File: src/rtl/cft_pkg.sv
// ----------------------------------------------------------------------------
// cft_pkg: shared types and constants of the configuration field tokenizer
// Character codes, result kinds, queue sizing and the result request records.
// ----------------------------------------------------------------------------
package cft_pkg;

  localparam int MAX_NEST = 255;
  localparam int NEST_W = $clog2(MAX_NEST + 1);

  localparam int QUEUE_DEPTH = 4;
  localparam int QPTR_W = $clog2(QUEUE_DEPTH);
  localparam int QCNT_W = $clog2(QUEUE_DEPTH + 1);

  localparam int RES_PER_ITEM = 3;

  localparam logic [7:0] CH_NUL   = 8'h00;
  localparam logic [7:0] CH_TAB   = 8'h09;
  localparam logic [7:0] CH_LF    = 8'h0A;
  localparam logic [7:0] CH_CR    = 8'h0D;
  localparam logic [7:0] CH_SP    = 8'h20;
  localparam logic [7:0] CH_SEMI  = 8'h3B;
  localparam logic [7:0] CH_COLON = 8'h3A;
  localparam logic [7:0] CH_LPAR  = 8'h28;
  localparam logic [7:0] CH_RPAR  = 8'h29;
  localparam logic [7:0] CH_QUOTE = 8'h22;
  localparam logic [7:0] CH_BSL   = 8'h5C;
  localparam logic [7:0] CH_N     = 8'h6E;

  localparam logic [15:0] LINE_MAX = 16'hFFFF;

  localparam logic [2:0] KIND_WORD   = 3'd0;
  localparam logic [2:0] KIND_GROUP  = 3'd1;
  localparam logic [2:0] KIND_STRING = 3'd2;
  localparam logic [2:0] KIND_SEP    = 3'd3;
  localparam logic [2:0] KIND_ERROR  = 3'd4;
  localparam logic [2:0] KIND_END    = 3'd5;

  typedef struct packed {
    logic [7:0] data;
    logic       has_byte;
    logic [2:0] kind;
    logic       last;
    logic       new_line;
  } rec_t;

  typedef struct packed {
    logic [15:0] line;
    logic [1:0]  cnt;
    rec_t [RES_PER_ITEM-1:0] recs;
  } bundle_t;

  typedef struct packed {
    logic              full;
    logic              empty;
    logic [QCNT_W-1:0] count;
  } q_stat_t;

endpackage

File: src/rtl/cft_front.sv
// ----------------------------------------------------------------------------
// cft_front: scanner front end
// Accepts one character a cycle unless the queue is full, runs the scan mode
// machine and gives each character's result requests to the queue as a bundle.
// ----------------------------------------------------------------------------
module cft_front import cft_pkg::*; (
  input  logic       clk,
  input  logic       rst_n,
  input  logic       in_valid,
  output logic       in_ready,
  input  logic [7:0] in_byte,
  input  logic       in_eod,
  input  q_stat_t    q_stat,
  output logic       push,
  output bundle_t    push_data
);

  typedef enum logic [7:0] {
    M_SEEK     = 8'b0000_0001,
    M_COMMENT  = 8'b0000_0010,
    M_WORD     = 8'b0000_0100,
    M_GROUP    = 8'b0000_1000,
    M_GCOMMENT = 8'b0001_0000,
    M_GSTRING  = 8'b0010_0000,
    M_STRING   = 8'b0100_0000,
    M_AFTER    = 8'b1000_0000
  } mode_t;

  typedef struct packed {
    mode_t mode;
    logic  pend;
    logic  depth_one;
    logic  held_clr;
    logic  rec_ok;
    rec_t  rec;
  } seek_t;

  function automatic rec_t mk_rec(logic [7:0] b, logic has, logic [2:0] k, logic last,
                                  logic nl);
    rec_t r;
    r.data = b;
    r.has_byte = has;
    r.kind = k;
    r.last = last;
    r.new_line = nl;
    return r;
  endfunction

  function automatic seek_t seek_f(logic [7:0] c, logic z, logic pend);
    seek_t s;
    s.mode = M_SEEK;
    s.pend = pend;
    s.depth_one = 1'b0;
    s.held_clr = 1'b0;
    s.rec_ok = 1'b0;
    s.rec = '0;
    priority if (z) begin
      s.rec_ok = 1'b1;
      s.rec = mk_rec(CH_NUL, 1'b0, KIND_END, 1'b1, pend);
      s.pend = 1'b0;
      s.held_clr = 1'b1;
    end else if (c == CH_SP || c == CH_TAB) begin
      s.mode = M_SEEK;
    end else if (c == CH_LF) begin
      s.pend = 1'b1;
    end else if (c == CH_SEMI) begin
      s.mode = M_COMMENT;
    end else if (c == CH_COLON) begin
      s.rec_ok = 1'b1;
      s.rec = mk_rec(CH_NUL, 1'b0, KIND_SEP, 1'b1, pend);
      s.pend = 1'b0;
      s.held_clr = 1'b1;
    end else if (c == CH_LPAR) begin
      s.mode = M_GROUP;
      s.depth_one = 1'b1;
    end else if (c == CH_QUOTE) begin
      s.mode = M_STRING;
      s.held_clr = 1'b1;
    end else begin
      s.mode = M_WORD;
      s.rec_ok = 1'b1;
      s.rec = mk_rec(c, 1'b1, KIND_WORD, 1'b0, pend);
    end
    return s;
  endfunction

  mode_t             mode_r, mode_nxt;
  logic [NEST_W-1:0] depth_r, depth_nxt, depth_dec;
  logic              prev_bs_r, prev_bs_nxt;
  logic              held_r, held_nxt;
  logic              pend_r, pend_nxt;
  logic [15:0]       line_r, line_nxt;

  logic [7:0] c;
  logic       z;
  logic       do_sk;
  logic       sk_pend;
  seek_t      sk;
  rec_t [RES_PER_ITEM-1:0] recs;
  logic [1:0] cnt;
  logic       accept;

  assign in_ready = !q_stat.full;
  assign accept = in_valid && in_ready;

  always_comb begin
    z = in_eod || (in_byte == CH_NUL);
    c = z ? CH_NUL : in_byte;
    if (c == CH_CR) begin
      c = CH_SP;
    end
    line_nxt = (c == CH_LF && line_r != LINE_MAX) ? line_r + 16'd1 : line_r;
    depth_dec = (depth_r != '0) ? depth_r - NEST_W'(1) : depth_r;

    mode_nxt = mode_r;
    depth_nxt = depth_r;
    prev_bs_nxt = prev_bs_r;
    held_nxt = held_r;
    pend_nxt = pend_r;
    recs = '0;
    cnt = 2'd0;
    do_sk = 1'b0;
    sk_pend = 1'b0;

    unique case (mode_r)
      M_SEEK: begin
        do_sk = 1'b1;
        sk_pend = pend_r;
      end
      M_COMMENT: begin
        if (z) begin
          do_sk = 1'b1;
          sk_pend = 1'b1;
        end else if (c == CH_LF) begin
          pend_nxt = 1'b1;
          mode_nxt = M_SEEK;
        end
      end
      M_WORD: begin
        if (z || c == CH_SP || c == CH_TAB || c == CH_LF) begin
          recs[0] = mk_rec(CH_NUL, 1'b0, KIND_WORD, 1'b1, pend_r);
          cnt = 2'd1;
          pend_nxt = 1'b0;
          held_nxt = 1'b0;
          mode_nxt = M_SEEK;
          do_sk = z || (c == CH_LF);
        end else begin
          recs[0] = mk_rec(c, 1'b1, KIND_WORD, 1'b0, pend_r);
          cnt = 2'd1;
        end
      end
      M_GROUP: begin
        priority if (z) begin
          recs[0] = mk_rec(CH_NUL, 1'b0, KIND_ERROR, 1'b1, pend_r);
          cnt = 2'd1;
          do_sk = 1'b1;
        end else if (c == CH_LPAR) begin
          if (depth_r >= NEST_W'(MAX_NEST)) begin
            recs[0] = mk_rec(CH_NUL, 1'b0, KIND_ERROR, 1'b1, pend_r);
            cnt = 2'd1;
            pend_nxt = 1'b0;
            held_nxt = 1'b0;
            mode_nxt = M_SEEK;
          end else begin
            depth_nxt = depth_r + NEST_W'(1);
            recs[0] = mk_rec(c, 1'b1, KIND_GROUP, 1'b0, pend_r);
            cnt = 2'd1;
          end
        end else if (c == CH_RPAR) begin
          depth_nxt = depth_dec;
          cnt = 2'd1;
          if (depth_dec == '0) begin
            recs[0] = mk_rec(CH_NUL, 1'b0, KIND_GROUP, 1'b1, pend_r);
            pend_nxt = 1'b0;
            held_nxt = 1'b0;
            mode_nxt = M_SEEK;
          end else begin
            recs[0] = mk_rec(c, 1'b1, KIND_GROUP, 1'b0, pend_r);
          end
        end else if (c == CH_SEMI) begin
          mode_nxt = M_GCOMMENT;
        end else begin
          if (c == CH_QUOTE) begin
            mode_nxt = M_GSTRING;
            prev_bs_nxt = 1'b0;
          end
          recs[0] = mk_rec(c, 1'b1, KIND_GROUP, 1'b0, pend_r);
          cnt = 2'd1;
        end
      end
      M_GCOMMENT: begin
        if (z) begin
          recs[0] = mk_rec(CH_LF, 1'b1, KIND_GROUP, 1'b0, pend_r);
          recs[1] = mk_rec(CH_NUL, 1'b0, KIND_ERROR, 1'b1, pend_r);
          cnt = 2'd2;
          do_sk = 1'b1;
        end else if (c == CH_LF) begin
          mode_nxt = M_GROUP;
          recs[0] = mk_rec(CH_LF, 1'b1, KIND_GROUP, 1'b0, pend_r);
          cnt = 2'd1;
        end
      end
      M_GSTRING: begin
        if (z || c == CH_LF) begin
          recs[0] = mk_rec(CH_NUL, 1'b0, KIND_ERROR, 1'b1, pend_r);
          cnt = 2'd1;
          pend_nxt = 1'b0;
          held_nxt = 1'b0;
          mode_nxt = M_SEEK;
          do_sk = z;
        end else begin
          if (c == CH_QUOTE && !prev_bs_r) begin
            mode_nxt = M_GROUP;
          end
          prev_bs_nxt = (c == CH_BSL);
          recs[0] = mk_rec(c, 1'b1, KIND_GROUP, 1'b0, pend_r);
          cnt = 2'd1;
        end
      end
      M_STRING: begin
        priority if (z || c == CH_LF) begin
          recs[0] = mk_rec(CH_NUL, 1'b0, KIND_ERROR, 1'b1, pend_r);
          cnt = 2'd1;
          pend_nxt = 1'b0;
          held_nxt = 1'b0;
          mode_nxt = M_SEEK;
          do_sk = z;
        end else if (held_r) begin
          if (c == CH_QUOTE || c == CH_N) begin
            held_nxt = 1'b0;
            recs[0] = mk_rec((c == CH_N) ? CH_CR : c, 1'b1, KIND_STRING, 1'b0, pend_r);
            cnt = 2'd1;
          end else begin
            recs[0] = mk_rec(CH_BSL, 1'b1, KIND_STRING, 1'b0, pend_r);
            cnt = 2'd1;
            if (c != CH_BSL) begin
              held_nxt = 1'b0;
              recs[1] = mk_rec(c, 1'b1, KIND_STRING, 1'b0, pend_r);
              cnt = 2'd2;
            end
          end
        end else if (c == CH_QUOTE) begin
          mode_nxt = M_AFTER;
        end else if (c == CH_BSL) begin
          held_nxt = 1'b1;
        end else begin
          recs[0] = mk_rec(c, 1'b1, KIND_STRING, 1'b0, pend_r);
          cnt = 2'd1;
        end
      end
      M_AFTER: begin
        if (!z && (c == CH_SP || c == CH_TAB || c == CH_LF)) begin
          mode_nxt = M_AFTER;
        end else if (!z && c == CH_QUOTE) begin
          mode_nxt = M_STRING;
          held_nxt = 1'b0;
        end else begin
          recs[0] = mk_rec(CH_NUL, 1'b0, KIND_STRING, 1'b1, pend_r);
          cnt = 2'd1;
          pend_nxt = 1'b0;
          held_nxt = 1'b0;
          mode_nxt = M_SEEK;
          do_sk = 1'b1;
        end
      end
      default: begin
        do_sk = 1'b1;
        sk_pend = pend_r;
      end
    endcase

    sk = seek_f(c, z, sk_pend);
    if (do_sk) begin
      mode_nxt = sk.mode;
      pend_nxt = sk.pend;
      if (sk.depth_one) begin
        depth_nxt = NEST_W'(1);
      end
      if (sk.held_clr) begin
        held_nxt = 1'b0;
      end
      if (sk.rec_ok) begin
        recs[cnt] = sk.rec;
        cnt = cnt + 2'd1;
      end
    end
  end

  assign push = accept && (cnt != 2'd0);
  assign push_data.line = line_nxt;
  assign push_data.cnt = cnt;
  assign push_data.recs = recs;

  always_ff @(posedge clk) begin
    if (!rst_n) begin
      mode_r <= M_SEEK;
      depth_r <= '0;
      prev_bs_r <= 1'b0;
      held_r <= 1'b0;
      pend_r <= 1'b0;
      line_r <= 16'd1;
    end else if (accept) begin
      mode_r <= mode_nxt;
      depth_r <= depth_nxt;
      prev_bs_r <= prev_bs_nxt;
      held_r <= held_nxt;
      pend_r <= pend_nxt;
      line_r <= line_nxt;
    end
  end

endmodule

File: src/rtl/cft_queue.sv
// ----------------------------------------------------------------------------
// cft_queue: request queue between scanner and emitter
// A short register queue of result bundles; head is read at the read pointer.
// ----------------------------------------------------------------------------
module cft_queue import cft_pkg::*; (
  input  logic    clk,
  input  logic    rst_n,
  input  logic    push,
  input  bundle_t push_data,
  input  logic    pop,
  output bundle_t head,
  output q_stat_t q_stat
);

  bundle_t           mem_r [QUEUE_DEPTH];
  logic [QPTR_W-1:0] wr_r, wr_nxt;
  logic [QPTR_W-1:0] rd_r, rd_nxt;
  logic [QCNT_W-1:0] cnt_r, cnt_nxt;

  always_comb begin
    wr_nxt = wr_r;
    rd_nxt = rd_r;
    cnt_nxt = cnt_r;
    if (push) begin
      wr_nxt = (wr_r == QPTR_W'(QUEUE_DEPTH - 1)) ? '0 : wr_r + QPTR_W'(1);
    end
    if (pop) begin
      rd_nxt = (rd_r == QPTR_W'(QUEUE_DEPTH - 1)) ? '0 : rd_r + QPTR_W'(1);
    end
    if (push && !pop) begin
      cnt_nxt = cnt_r + QCNT_W'(1);
    end else if (pop && !push) begin
      cnt_nxt = cnt_r - QCNT_W'(1);
    end
  end

  always_ff @(posedge clk) begin
    if (!rst_n) begin
      wr_r <= '0;
      rd_r <= '0;
      cnt_r <= '0;
    end else begin
      wr_r <= wr_nxt;
      rd_r <= rd_nxt;
      cnt_r <= cnt_nxt;
    end
  end

  always_ff @(posedge clk) begin
    if (push) begin
      mem_r[wr_r] <= push_data;
    end
  end

  assign head = mem_r[rd_r];
  assign q_stat.full = (cnt_r == QCNT_W'(QUEUE_DEPTH));
  assign q_stat.empty = (cnt_r == '0);
  assign q_stat.count = cnt_r;

endmodule

File: src/rtl/cft_back.sv
// ----------------------------------------------------------------------------
// cft_back: result emitter
// Takes the bundle at the queue head apart into single results, one a cycle
// while the output is not stalled, into the output register.
// ----------------------------------------------------------------------------
module cft_back import cft_pkg::*; (
  input  logic        clk,
  input  logic        rst_n,
  input  bundle_t     head,
  input  q_stat_t     q_stat,
  output logic        pop,
  output logic        out_valid,
  input  logic        out_ready,
  output rec_t        out_rec,
  output logic [15:0] out_line
);

  logic        valid_r, valid_nxt;
  logic [1:0]  sub_r, sub_nxt;
  rec_t        rec_r;
  logic [15:0] line_r;
  logic        take;
  logic        last_sub;

  assign take = (!valid_r || out_ready) && !q_stat.empty;
  assign last_sub = (sub_r == head.cnt - 2'd1);
  assign pop = take && last_sub;

  always_comb begin
    valid_nxt = valid_r;
    sub_nxt = sub_r;
    if (take) begin
      valid_nxt = 1'b1;
      sub_nxt = last_sub ? 2'd0 : sub_r + 2'd1;
    end else if (out_ready) begin
      valid_nxt = 1'b0;
    end
  end

  always_ff @(posedge clk) begin
    if (!rst_n) begin
      valid_r <= 1'b0;
      sub_r <= 2'd0;
    end else begin
      valid_r <= valid_nxt;
      sub_r <= sub_nxt;
    end
  end

  always_ff @(posedge clk) begin
    if (take) begin
      rec_r <= head.recs[sub_r];
      line_r <= head.line;
    end
  end

  assign out_valid = valid_r;
  assign out_rec = rec_r;
  assign out_line = line_r;

endmodule

File: src/rtl/config_field_tokenizer.sv
// ----------------------------------------------------------------------------
// config_field_tokenizer: configuration text field tokenizer
// A result is registered in the queue and then in the output register.
// Throughput: one character per cycle; results leave one per cycle while
// out_tready is high; a character with two or three results holds the emitter.
// The four-entry bundle queue absorbs bursts; input stalls only when it fills.
// Reset: synchronous, active low; scanner seeks, line count is one.
// ----------------------------------------------------------------------------
module config_field_tokenizer import cft_pkg::*; (
  input  logic        clk,
  input  logic        rst_n,
  input  logic        in_tvalid,
  output logic        in_tready,
  input  logic [7:0]  in_tdata,   // [7:0] in_byte
  input  logic        in_tuser,   // [0] end_of_data
  output logic        out_tvalid,
  input  logic        out_tready,
  output logic [31:0] out_tdata,  // [7:0] out_byte, [8] new_line_before,
                                  // [24:9] line_number, rest zero
  output logic [3:0]  out_tuser,  // [0] has_byte, [3:1] field_kind
  output logic        out_tlast   // field_end
);

  q_stat_t     q_stat;
  logic        push;
  bundle_t     push_data;
  logic        pop;
  bundle_t     head;
  rec_t        out_rec;
  logic [15:0] out_line;

  cft_front u_front (
    .clk       (clk),
    .rst_n     (rst_n),
    .in_valid  (in_tvalid),
    .in_ready  (in_tready),
    .in_byte   (in_tdata),
    .in_eod    (in_tuser),
    .q_stat    (q_stat),
    .push      (push),
    .push_data (push_data)
  );

  cft_queue u_queue (
    .clk       (clk),
    .rst_n     (rst_n),
    .push      (push),
    .push_data (push_data),
    .pop       (pop),
    .head      (head),
    .q_stat    (q_stat)
  );

  cft_back u_back (
    .clk       (clk),
    .rst_n     (rst_n),
    .head      (head),
    .q_stat    (q_stat),
    .pop       (pop),
    .out_valid (out_tvalid),
    .out_ready (out_tready),
    .out_rec   (out_rec),
    .out_line  (out_line)
  );

  assign out_tdata = {7'd0, out_line, out_rec.new_line, out_rec.data};
  assign out_tuser = {out_rec.kind, out_rec.has_byte};
  assign out_tlast = out_rec.last;

  a_no_accept_when_full: assert property (@(posedge clk) disable iff (!rst_n)
    q_stat.full |-> !in_tready)
    else $error("input request taken while queue full");

  a_count_up: assert property (@(posedge clk) disable iff (!rst_n)
    push && !pop |=> q_stat.count == $past(q_stat.count) + QCNT_W'(1))
    else $error("queue count did not follow a push");

  a_marker_results: assert property (@(posedge clk) disable iff (!rst_n)
    out_tvalid && (out_tuser[3:1] == KIND_SEP || out_tuser[3:1] == KIND_ERROR ||
                   out_tuser[3:1] == KIND_END) |-> out_tlast && !out_tuser[0])
    else $error("separator, error or end result carries a byte");

  a_line_nonzero: assert property (@(posedge clk) disable iff (!rst_n)
    out_tvalid |-> out_tdata[24:9] != 16'd0)
    else $error("line number is zero");

endmodule
File: config.mk
export PLATFORM = sky130hd
export DESIGN_NAME = config_field_tokenizer
export DESIGN_NICKNAME = d
export VERILOG_FILES = /design/src/rtl/cft_pkg.sv /design/src/rtl/cft_front.sv /design/src/rtl/cft_queue.sv /design/src/rtl/cft_back.sv /design/src/rtl/config_field_tokenizer.sv
export SDC_FILE = /design/constraint.sdc
export NUM_CORES = 1
export LEC_CHECK = 0
export ABC_AREA = 1
export BUFFER_PORTS_ARGS = -buffer_cell sky130_fd_sc_hd__clkbuf_2
export CAP_MARGIN = 40
export CORE_ASPECT_RATIO = 1.25
export CORE_MARGIN = 4
export CORE_UTILIZATION = 29
export DETAILED_ROUTE_END_ITERATION = 16
export PLACE_DENSITY_LB_ADDON = 0.1
export SYNTH_ARGS = -nofsm -noshare
export SYNTH_HDL_FRONTEND = slang
export SYNTH_SLANG_ARGS = --single-unit
File: constraint.sdc
create_clock -name clk -period 9.9 [get_ports clk]
set_clock_uncertainty 0.05 [all_clocks]
set_input_delay 0.495 -clock clk [delete_from_list [all_inputs] [get_ports clk]]
set_output_delay 0.495 -clock clk [all_outputs]
set_load 0.02 [all_outputs]
== After elaboration in Yosys (flattened, before gate mapping) ==
Memory sizes are Yosys's and may differ from the RTL's. A register that Yosys moved wholly into a read port is not among the register bits.
Cells that the tools add are included.

* Add/subtract/negate cells: 10
* Muxes and demuxes: 157
* Order comparisons: 4
* Reduce and logical (&&, ||, !) cells: 44
* Eq/ne operators: 47

{| class="wikitable"
|+ Operator list
! kind !! count
|-
| two-way mux 14 bit || 21
|-
| two-way mux 8 bit || 35
|-
| two-way mux 42 bit || 2
|-
| one-hot mux 14 bit (6 select lines) || 1
|-
| two-way mux 16 bit || 4
|-
| equality test 8 x 6 -> 1 bit, second input constant || 7
|-
| one-hot mux 8 bit (7 select lines) || 1
|-
| two-way mux 1 bit || 55
|-
| bitwise mux 42 bit || 1
|-
| two-way mux 18 bit || 2
|-
| equality test 8 x 4 -> 1 bit, second input constant || 4
|-
| two-way mux 2 bit || 16
|-
| binary-select mux 14 bit (select 2 bit) || 1
|-
| demux 14 bit (select 2 bit) || 1
|-
| one-hot mux 14 bit (2 select lines) || 1
|-
| equality test 8 x 7 -> 1 bit, second input constant || 3
|-
| two-way mux 7 bit || 3
|-
| two-way mux 17 bit || 1
|-
| adder 16 x 1 -> 16 bit, second input constant || 1
|-
| zero test 8 bit || 2
|-
| != test 16 bit, second input constant || 1
|-
| != test 4 x 1 -> 1 bit, second input constant || 4
|-
| nonzero test 8 bit || 2
|-
| two-way mux 15 bit || 1
|-
| other kinds (46) || 92
|}

* Output and inout port bits: 39
* Memory bits (writable): 240
* Input bits: 13
* Memories: 1
* Flip-flop bits (word level): 75

{| class="wikitable"
|+ Memories
! memory !! depth !! bits a word !! rd ports !! clocked after memory_dff !! write ports !! RTL line !! source
|-
| u_queue.mem_r || 4 || 60 || 1 || 1 || 1 || cft_queue.sv:15 || <nowiki>bundle_t mem_r [QUEUE_DEPTH];</nowiki>
|}

== Longest topological paths before layout ==
* Depth after elaboration: 21
* Depth in mapped cells: 29

== By module ==
A second synthesis with hierarchy kept.

* Cells, all modules: 1562
* Area, all modules: 15454.8 µm²

{| class="wikitable"
|+ By module, submodules not included
! module !! cells an instance !! area an instance (µm²) !! times used !! sequential area each (µm²)
|-
| cft_queue || 639 || 9521.6 || 1 || 7387.1
|-
| cft_front || 791 || 4458.0 || 1 || 700.7
|-
| cft_back || 124 || 1418.9 || 1 || 960.9
|-
| config_field_tokenizer || 8 || 56.3 || 1 || 0.0
|}

== Worst setup path after synthesis ==
Ideal clock, no wire load.

* Path kind: input-to-reg
* From: input port in_tuser
* To: memory u_queue.mem_r[0][0] in the netlist's numbering (enable)
* Arrival time: 4.978 ns
* Cell stages on the path: 18
* Library setup time: 0.476 ns
* Path slack: 4.396 ns
* Data required time: 9.374 ns
* Cells stage by stage: buf_6 inv_8 nand3_1 nor2_2 nand2_4 nand2_8 nor2_8 a21oi_2 nand4_1 nor2_1 nor2_1 ha_1 inv_1 nor2_1 nor2_2 nand2_2 nand2_2 nor2_1

* Word-level cells in the longest chain between the ends: 18
* Elaborated cells between the ends (all ways): 60
* Those cells by class: add/sub (1); eq/ne (12); mux (34); reduce/logical (13)

{| class="wikitable"
|+ RTL lines
! item !! RTL line !! source
|-
| start, declared || config_field_tokenizer.sv:15 || <nowiki>input logic in_tuser,</nowiki>
|-
| logical OR 1 bit (*) || cft_front.sv:107 || <nowiki>z = in_eod || (in_byte == CH_NUL);</nowiki>
|-
| parallel branches: the longest is 12 deep, another holds adder 2 x 1 -> 2 bit || n/a ||
|-
| two-way mux 2 bit (*) || cft_front.sv:273 || <nowiki>if (do_sk) begin</nowiki>
|-
| nonzero test 2 bit (*) || cft_front.sv:289 || <nowiki>assign push = accept && (cnt != 2'd0);</nowiki>
|-
| logical AND 1 bit (*) || cft_front.sv:289 ||
|-
| two-way mux 1 bit (*) || cft_queue.sv:50 || <nowiki>if (push) begin</nowiki>
|-
| two-way mux 1 bit (implied by the code) (*) || cft_queue.sv:51 || <nowiki>mem_r[wr_r] <= push_data;</nowiki>
|-
| end, declared || cft_queue.sv:15 ||
|}

Every way passes the cells marked *.

== Final worst setup path ==
* From: input port in_tdata[1]
* To: memory u_queue.mem_r[1][6] in the netlist's numbering (enable)

* Word-level cells in the longest chain between the ends: 19
* Elaborated cells between the ends (all ways): 61
* Those cells by class: add/sub (1); eq/ne (12); mux (34); reduce/logical (14)

{| class="wikitable"
|+ RTL lines
! item !! RTL line !! source
|-
| start, declared || config_field_tokenizer.sv:14 || <nowiki>input logic [7:0] in_tdata,</nowiki>
|-
| parallel branches: the longest is 14 deep, another holds adder 2 x 1 -> 2 bit || n/a ||
|-
| two-way mux 2 bit (*) || cft_front.sv:273 ||
|-
| nonzero test 2 bit (*) || cft_front.sv:289 ||
|-
| logical AND 1 bit (*) || cft_front.sv:289 ||
|-
| two-way mux 1 bit (*) || cft_queue.sv:50 ||
|-
| two-way mux 1 bit (implied by the code) (*) || cft_queue.sv:51 ||
|}

Marks and branches as above.

==> run_results.csv <==
group,metric,value,unit
routing,detail_route.wl_per_cell,19.5,um
job,drv_cap,0,
floorplanning,rows,92,
finish,antenna_cells,0,
pwr,power.share.switching,34.9,%
yosys,syn_inst,1470,
worst_setup_path,path_class,"in2reg",
pwr,clockPowerShare,28.2,%
timing,fmax,226,MHz
yosys,synth-main-ff-cell,"edfxtp_1",
timing,worstMarginPinSlew,860,ps
clock_tree,htree_levels,2,
routing,firstDrtPassIters,5,
worst_setup_path,crit_path_start_kind,"input pin",
pwr,switchingPower,1530,uW
yosys,yosys.cell_types.count,56,
worst_setup_path,cp_max_fo,47,
yosys,yosysWarnings,0,
timing,rsz0062_at_grt,"false",
worst_setup_path,critPathArrivalTime,4510,ps
floorplanning,start_util,29.3,%
routing,drt_iter0_markers,554,
timing,slew_headroom,42.7,%
placement,hpwlAfterDp,27900,um
yosys,seq_area_frac_synth,60.5,%
worst_setup_path,r2r_slack,5560,ps
routing,dr_wl_met3,1400,um
clock_tree,cts_setup_buffers,0,
timing,setup_viol,0,
routing,route.detailed.drc,0,
global_routing,grt.overflow.total,0,
clock_tree,clk_pin_slew,60,ps
finish,mostFrequentLayoutCells,"edfxtp_1 (266), nor2_1 (213), o21ai_0 (181)",
yosys,synth_enable_flop_cells,266,
yosys,syn_area_per_cell,10.0,um2
clock_tree,clock_sinks,313,
pwr,power.internal,2840,uW
finish,fillCellCount,5131,
clock_tree,clkLatencyLatePin,510,ps
global_routing,grt_pass1_vias,11000,
global_routing,antenna_found_initial,0,
clock_tree,cts_max_path_buffers,3,
global_routing,grt_pass1_wl,66400,um
timing,fin_crit_sh,44.6,%
clock_tree,postCtsHoldBufs,0,
floorplanning,dieHeight,260,um
clock_tree,cts_resized,0,
pwr,power_leakage,0.00610,uW
floorplanning,io_pins,52,
hold_path,holdCritStartpoint,"out_tready",
finish,final_layout_size_suffix_gt1_share,12.2,%
global_routing,grt_usage,15.5,%
routing,top_layer,"met4",
routing,vias_per_cell,4.93,
timing,tns,0,ps
run_status,outcome,"complete, no violations",
global_routing,grt_max_degree,83,
timing,slew_violations,0,
timing,period_minus_slack,4420,ps
floorplanning,core,50400,um2
routing,antenna_left,0,
clock_tree,cts_tree,"done",
worst_setup_path,required,9990,ps
worst_setup_path,r2r-end,"u_queue.mem_r[1][6]",
yosys,syn_area,14800,um2
pwr,power.density,259,nW/um2
timing,holdWs,311,ps
clock_tree,clockRootBuffer,"clkbuf_16",
routing,wl,42800,um
routing,vias,10800,
hold_path,hold_path_class,"in2reg",
yosys,ys_seq_elements,313,
floorplanning,die_area,54600,um2
finish,final_common_cell,"edfxtp_1",
placement,place_congestion,0.889,
pwr,p_seq_share,42.8,%
finish,nets,1536,
routing,wl_met1,19000,um
floorplanning,die_w,210,um
finish,areaGrowthSynthToFinish,14.5,%
routing,route.met2.wl,21100,um
worst_setup_path,reg2reg_depth,19,
pwr,ir_worst_vdd,0.123,mV
worst_setup_path,endpoint_kind,"flip-flop",
worst_setup_path,rr_startpoint,"u_front.mode_r[5]",
hold_path,whs_path_depth,4,
hold_path,whs_endpoint,"u_back.out_valid",
yosys,async_flop_share,0,%
timing,finalHoldViolCount,0,
clock_tree,cts_inserted_buffers,35,
placement,io_buffer_count,44,
pwr,comb_power_share,29.0,%
## power by group through the flow
stage               Sequential [uW]  Combinational, uW  Clock (uW)
floorplan                      1960                770           0
global placement               1910               1270           0
detailed placement             1900               1300           0
CTS                            1880               1310        1280
global route                   1900               1420        1330
finish                         1870               1270        1230
## worst max path at each step
stage	start	end	slack [ps]	depth (start not counted)
6_report	in_tdata[1]	u_queue.mem_r[1][6]	5480	22
3_3_place_gp	in_tdata[1]	u_queue.mem_r[0][33]	5010	22
2_1_floorplan	in_tuser	u_queue.mem_r[0][0]	4400	18
4_1_cts	in_tdata[1]	u_queue.mem_r[1][6]	5440	22
5_1_grt	in_tdata[1]	u_queue.mem_r[1][6]	5130	22
3_5_place_dp	in_tdata[1]	u_queue.mem_r[1][3]	4890	22
## cell type report
type,instances,area [um2],area share (%)
sequential,313,8930,52.9
tap,658,823,4.87
timing repair buffer,64,455,2.70
inverter,137,531,3.14
clock inverter,17,161,0.956
multi-input combinational,958,5070,30.0
clock buffer,45,913,5.41
## flip-flops by register name (all words and copies together) (netlist names), 2 cells and up, named ones only
signal	flops
u_back.out_line	16
u_back.out_rec	14
u_back.sub_r	2
u_front.depth_r	8
u_front.line_r	16
u_front.mode_r	8
u_queue.cnt_r	3
u_queue.mem_r	236
u_queue.rd_r	2
u_queue.wr_r	2
## per-layer routing
metal | global-route usage, % | vias up
li1 | - | 5260
met1 | 19.7 | 5273
met2 | 27.3 | 201
met3 | 1.97 | 79
met4 | 5.20 | 0
met5 | 0 | -
## cells by family (layout without fill, tap and decap cells)
group / Yosys count / after routing / synth area share [%]
flops: 313 / 313 / 60.5
buf+inv: 205 / 263 / 5.56
fa+ha+maj: 14 / 14 / 1.24
xor+xnor: 22 / 22 / 1.31
other cells: 1 / 7 / 0.0254
simple gates: 558 / 558 / 17.4
compound gates: 357 / 357 / 14.0
## through the flow
| stage | power [uW] | instances | worst slack [ps] | util [%] | cell area [um2] |
|---|---|---|---|---|---|
| after floorplan | 2730 | 1476 | 4400 | - | 14800 |
| after global placement | 3180 | 2124 | 5010 | 31.1 | 15700 |
| after detailed placement | 3210 | 2130 | 4890 | 31.4 | 15800 |
| after CTS | 4460 | 2192 | 5440 | 33.5 | 16900 |
| after global routing | 4660 | 2192 | 5130 | 33.5 | 16900 |
| final | 4370 | 2192 | 5480 | 33.5 | 16900 |
## cells in the mapped netlist, types with 2 or more instances
library cell,number,area share (%)
nor2_4,3,0.23
nor4_1,3,0.13
nor3_2,2,0.14
edfxtp_1,266,54
xor2_1,22,1.3
o21ai_0,181,6.1
a32o_1,8,0.54
dfxtp_1,47,6.4
a31oi_1,6,0.25
o22ai_1,41,1.7
nand2_1,172,4.4
nand4_1,17,0.72
ha_1,13,1.1
inv_4,3,0.13
a21oi_2,2,0.12
clkbuf_1,57,1.5
and3_1,2,0.085
inv_2,8,0.20
o211ai_1,16,0.81
nor2_2,12,0.51
nor3_4,2,0.22
nand3_1,71,2.4
nand2_2,12,0.51
o221ai_1,23,1.4
nor2_1,218,5.5
nand3_2,6,0.41
nor4_2,2,0.17
nand2_4,9,0.69
o31ai_1,2,0.10
buf_2,2,0.068
buf_4,7,0.36
clkinv_1,3,0.076
o21ai_1,10,0.34
a21oi_1,56,1.9
inv_1,122,3.1
a211oi_1,3,0.15
o21ai_2,3,0.18
nor3_1,20,0.68
## worst max-delay path, cell delays in order
cell,delay (ps)
clkbuf_2,170
nor2_1,60
nand2_1,90
nor2_1,70
nor2_4,350
nand2_2,210
nand2_2,210
nor2_1,60
nand2_1,120
nand2_1,100
a21oi_1,240
nand2_1,130
nand2_1,120
inv_1,80
ha_1,280
inv_1,40
nor2_1,120
nor2_2,80
nand2_2,120
nand2_2,160
nor2_4,430
buf_4,700
No activity file was read; power rests on OpenSTA's default activity.
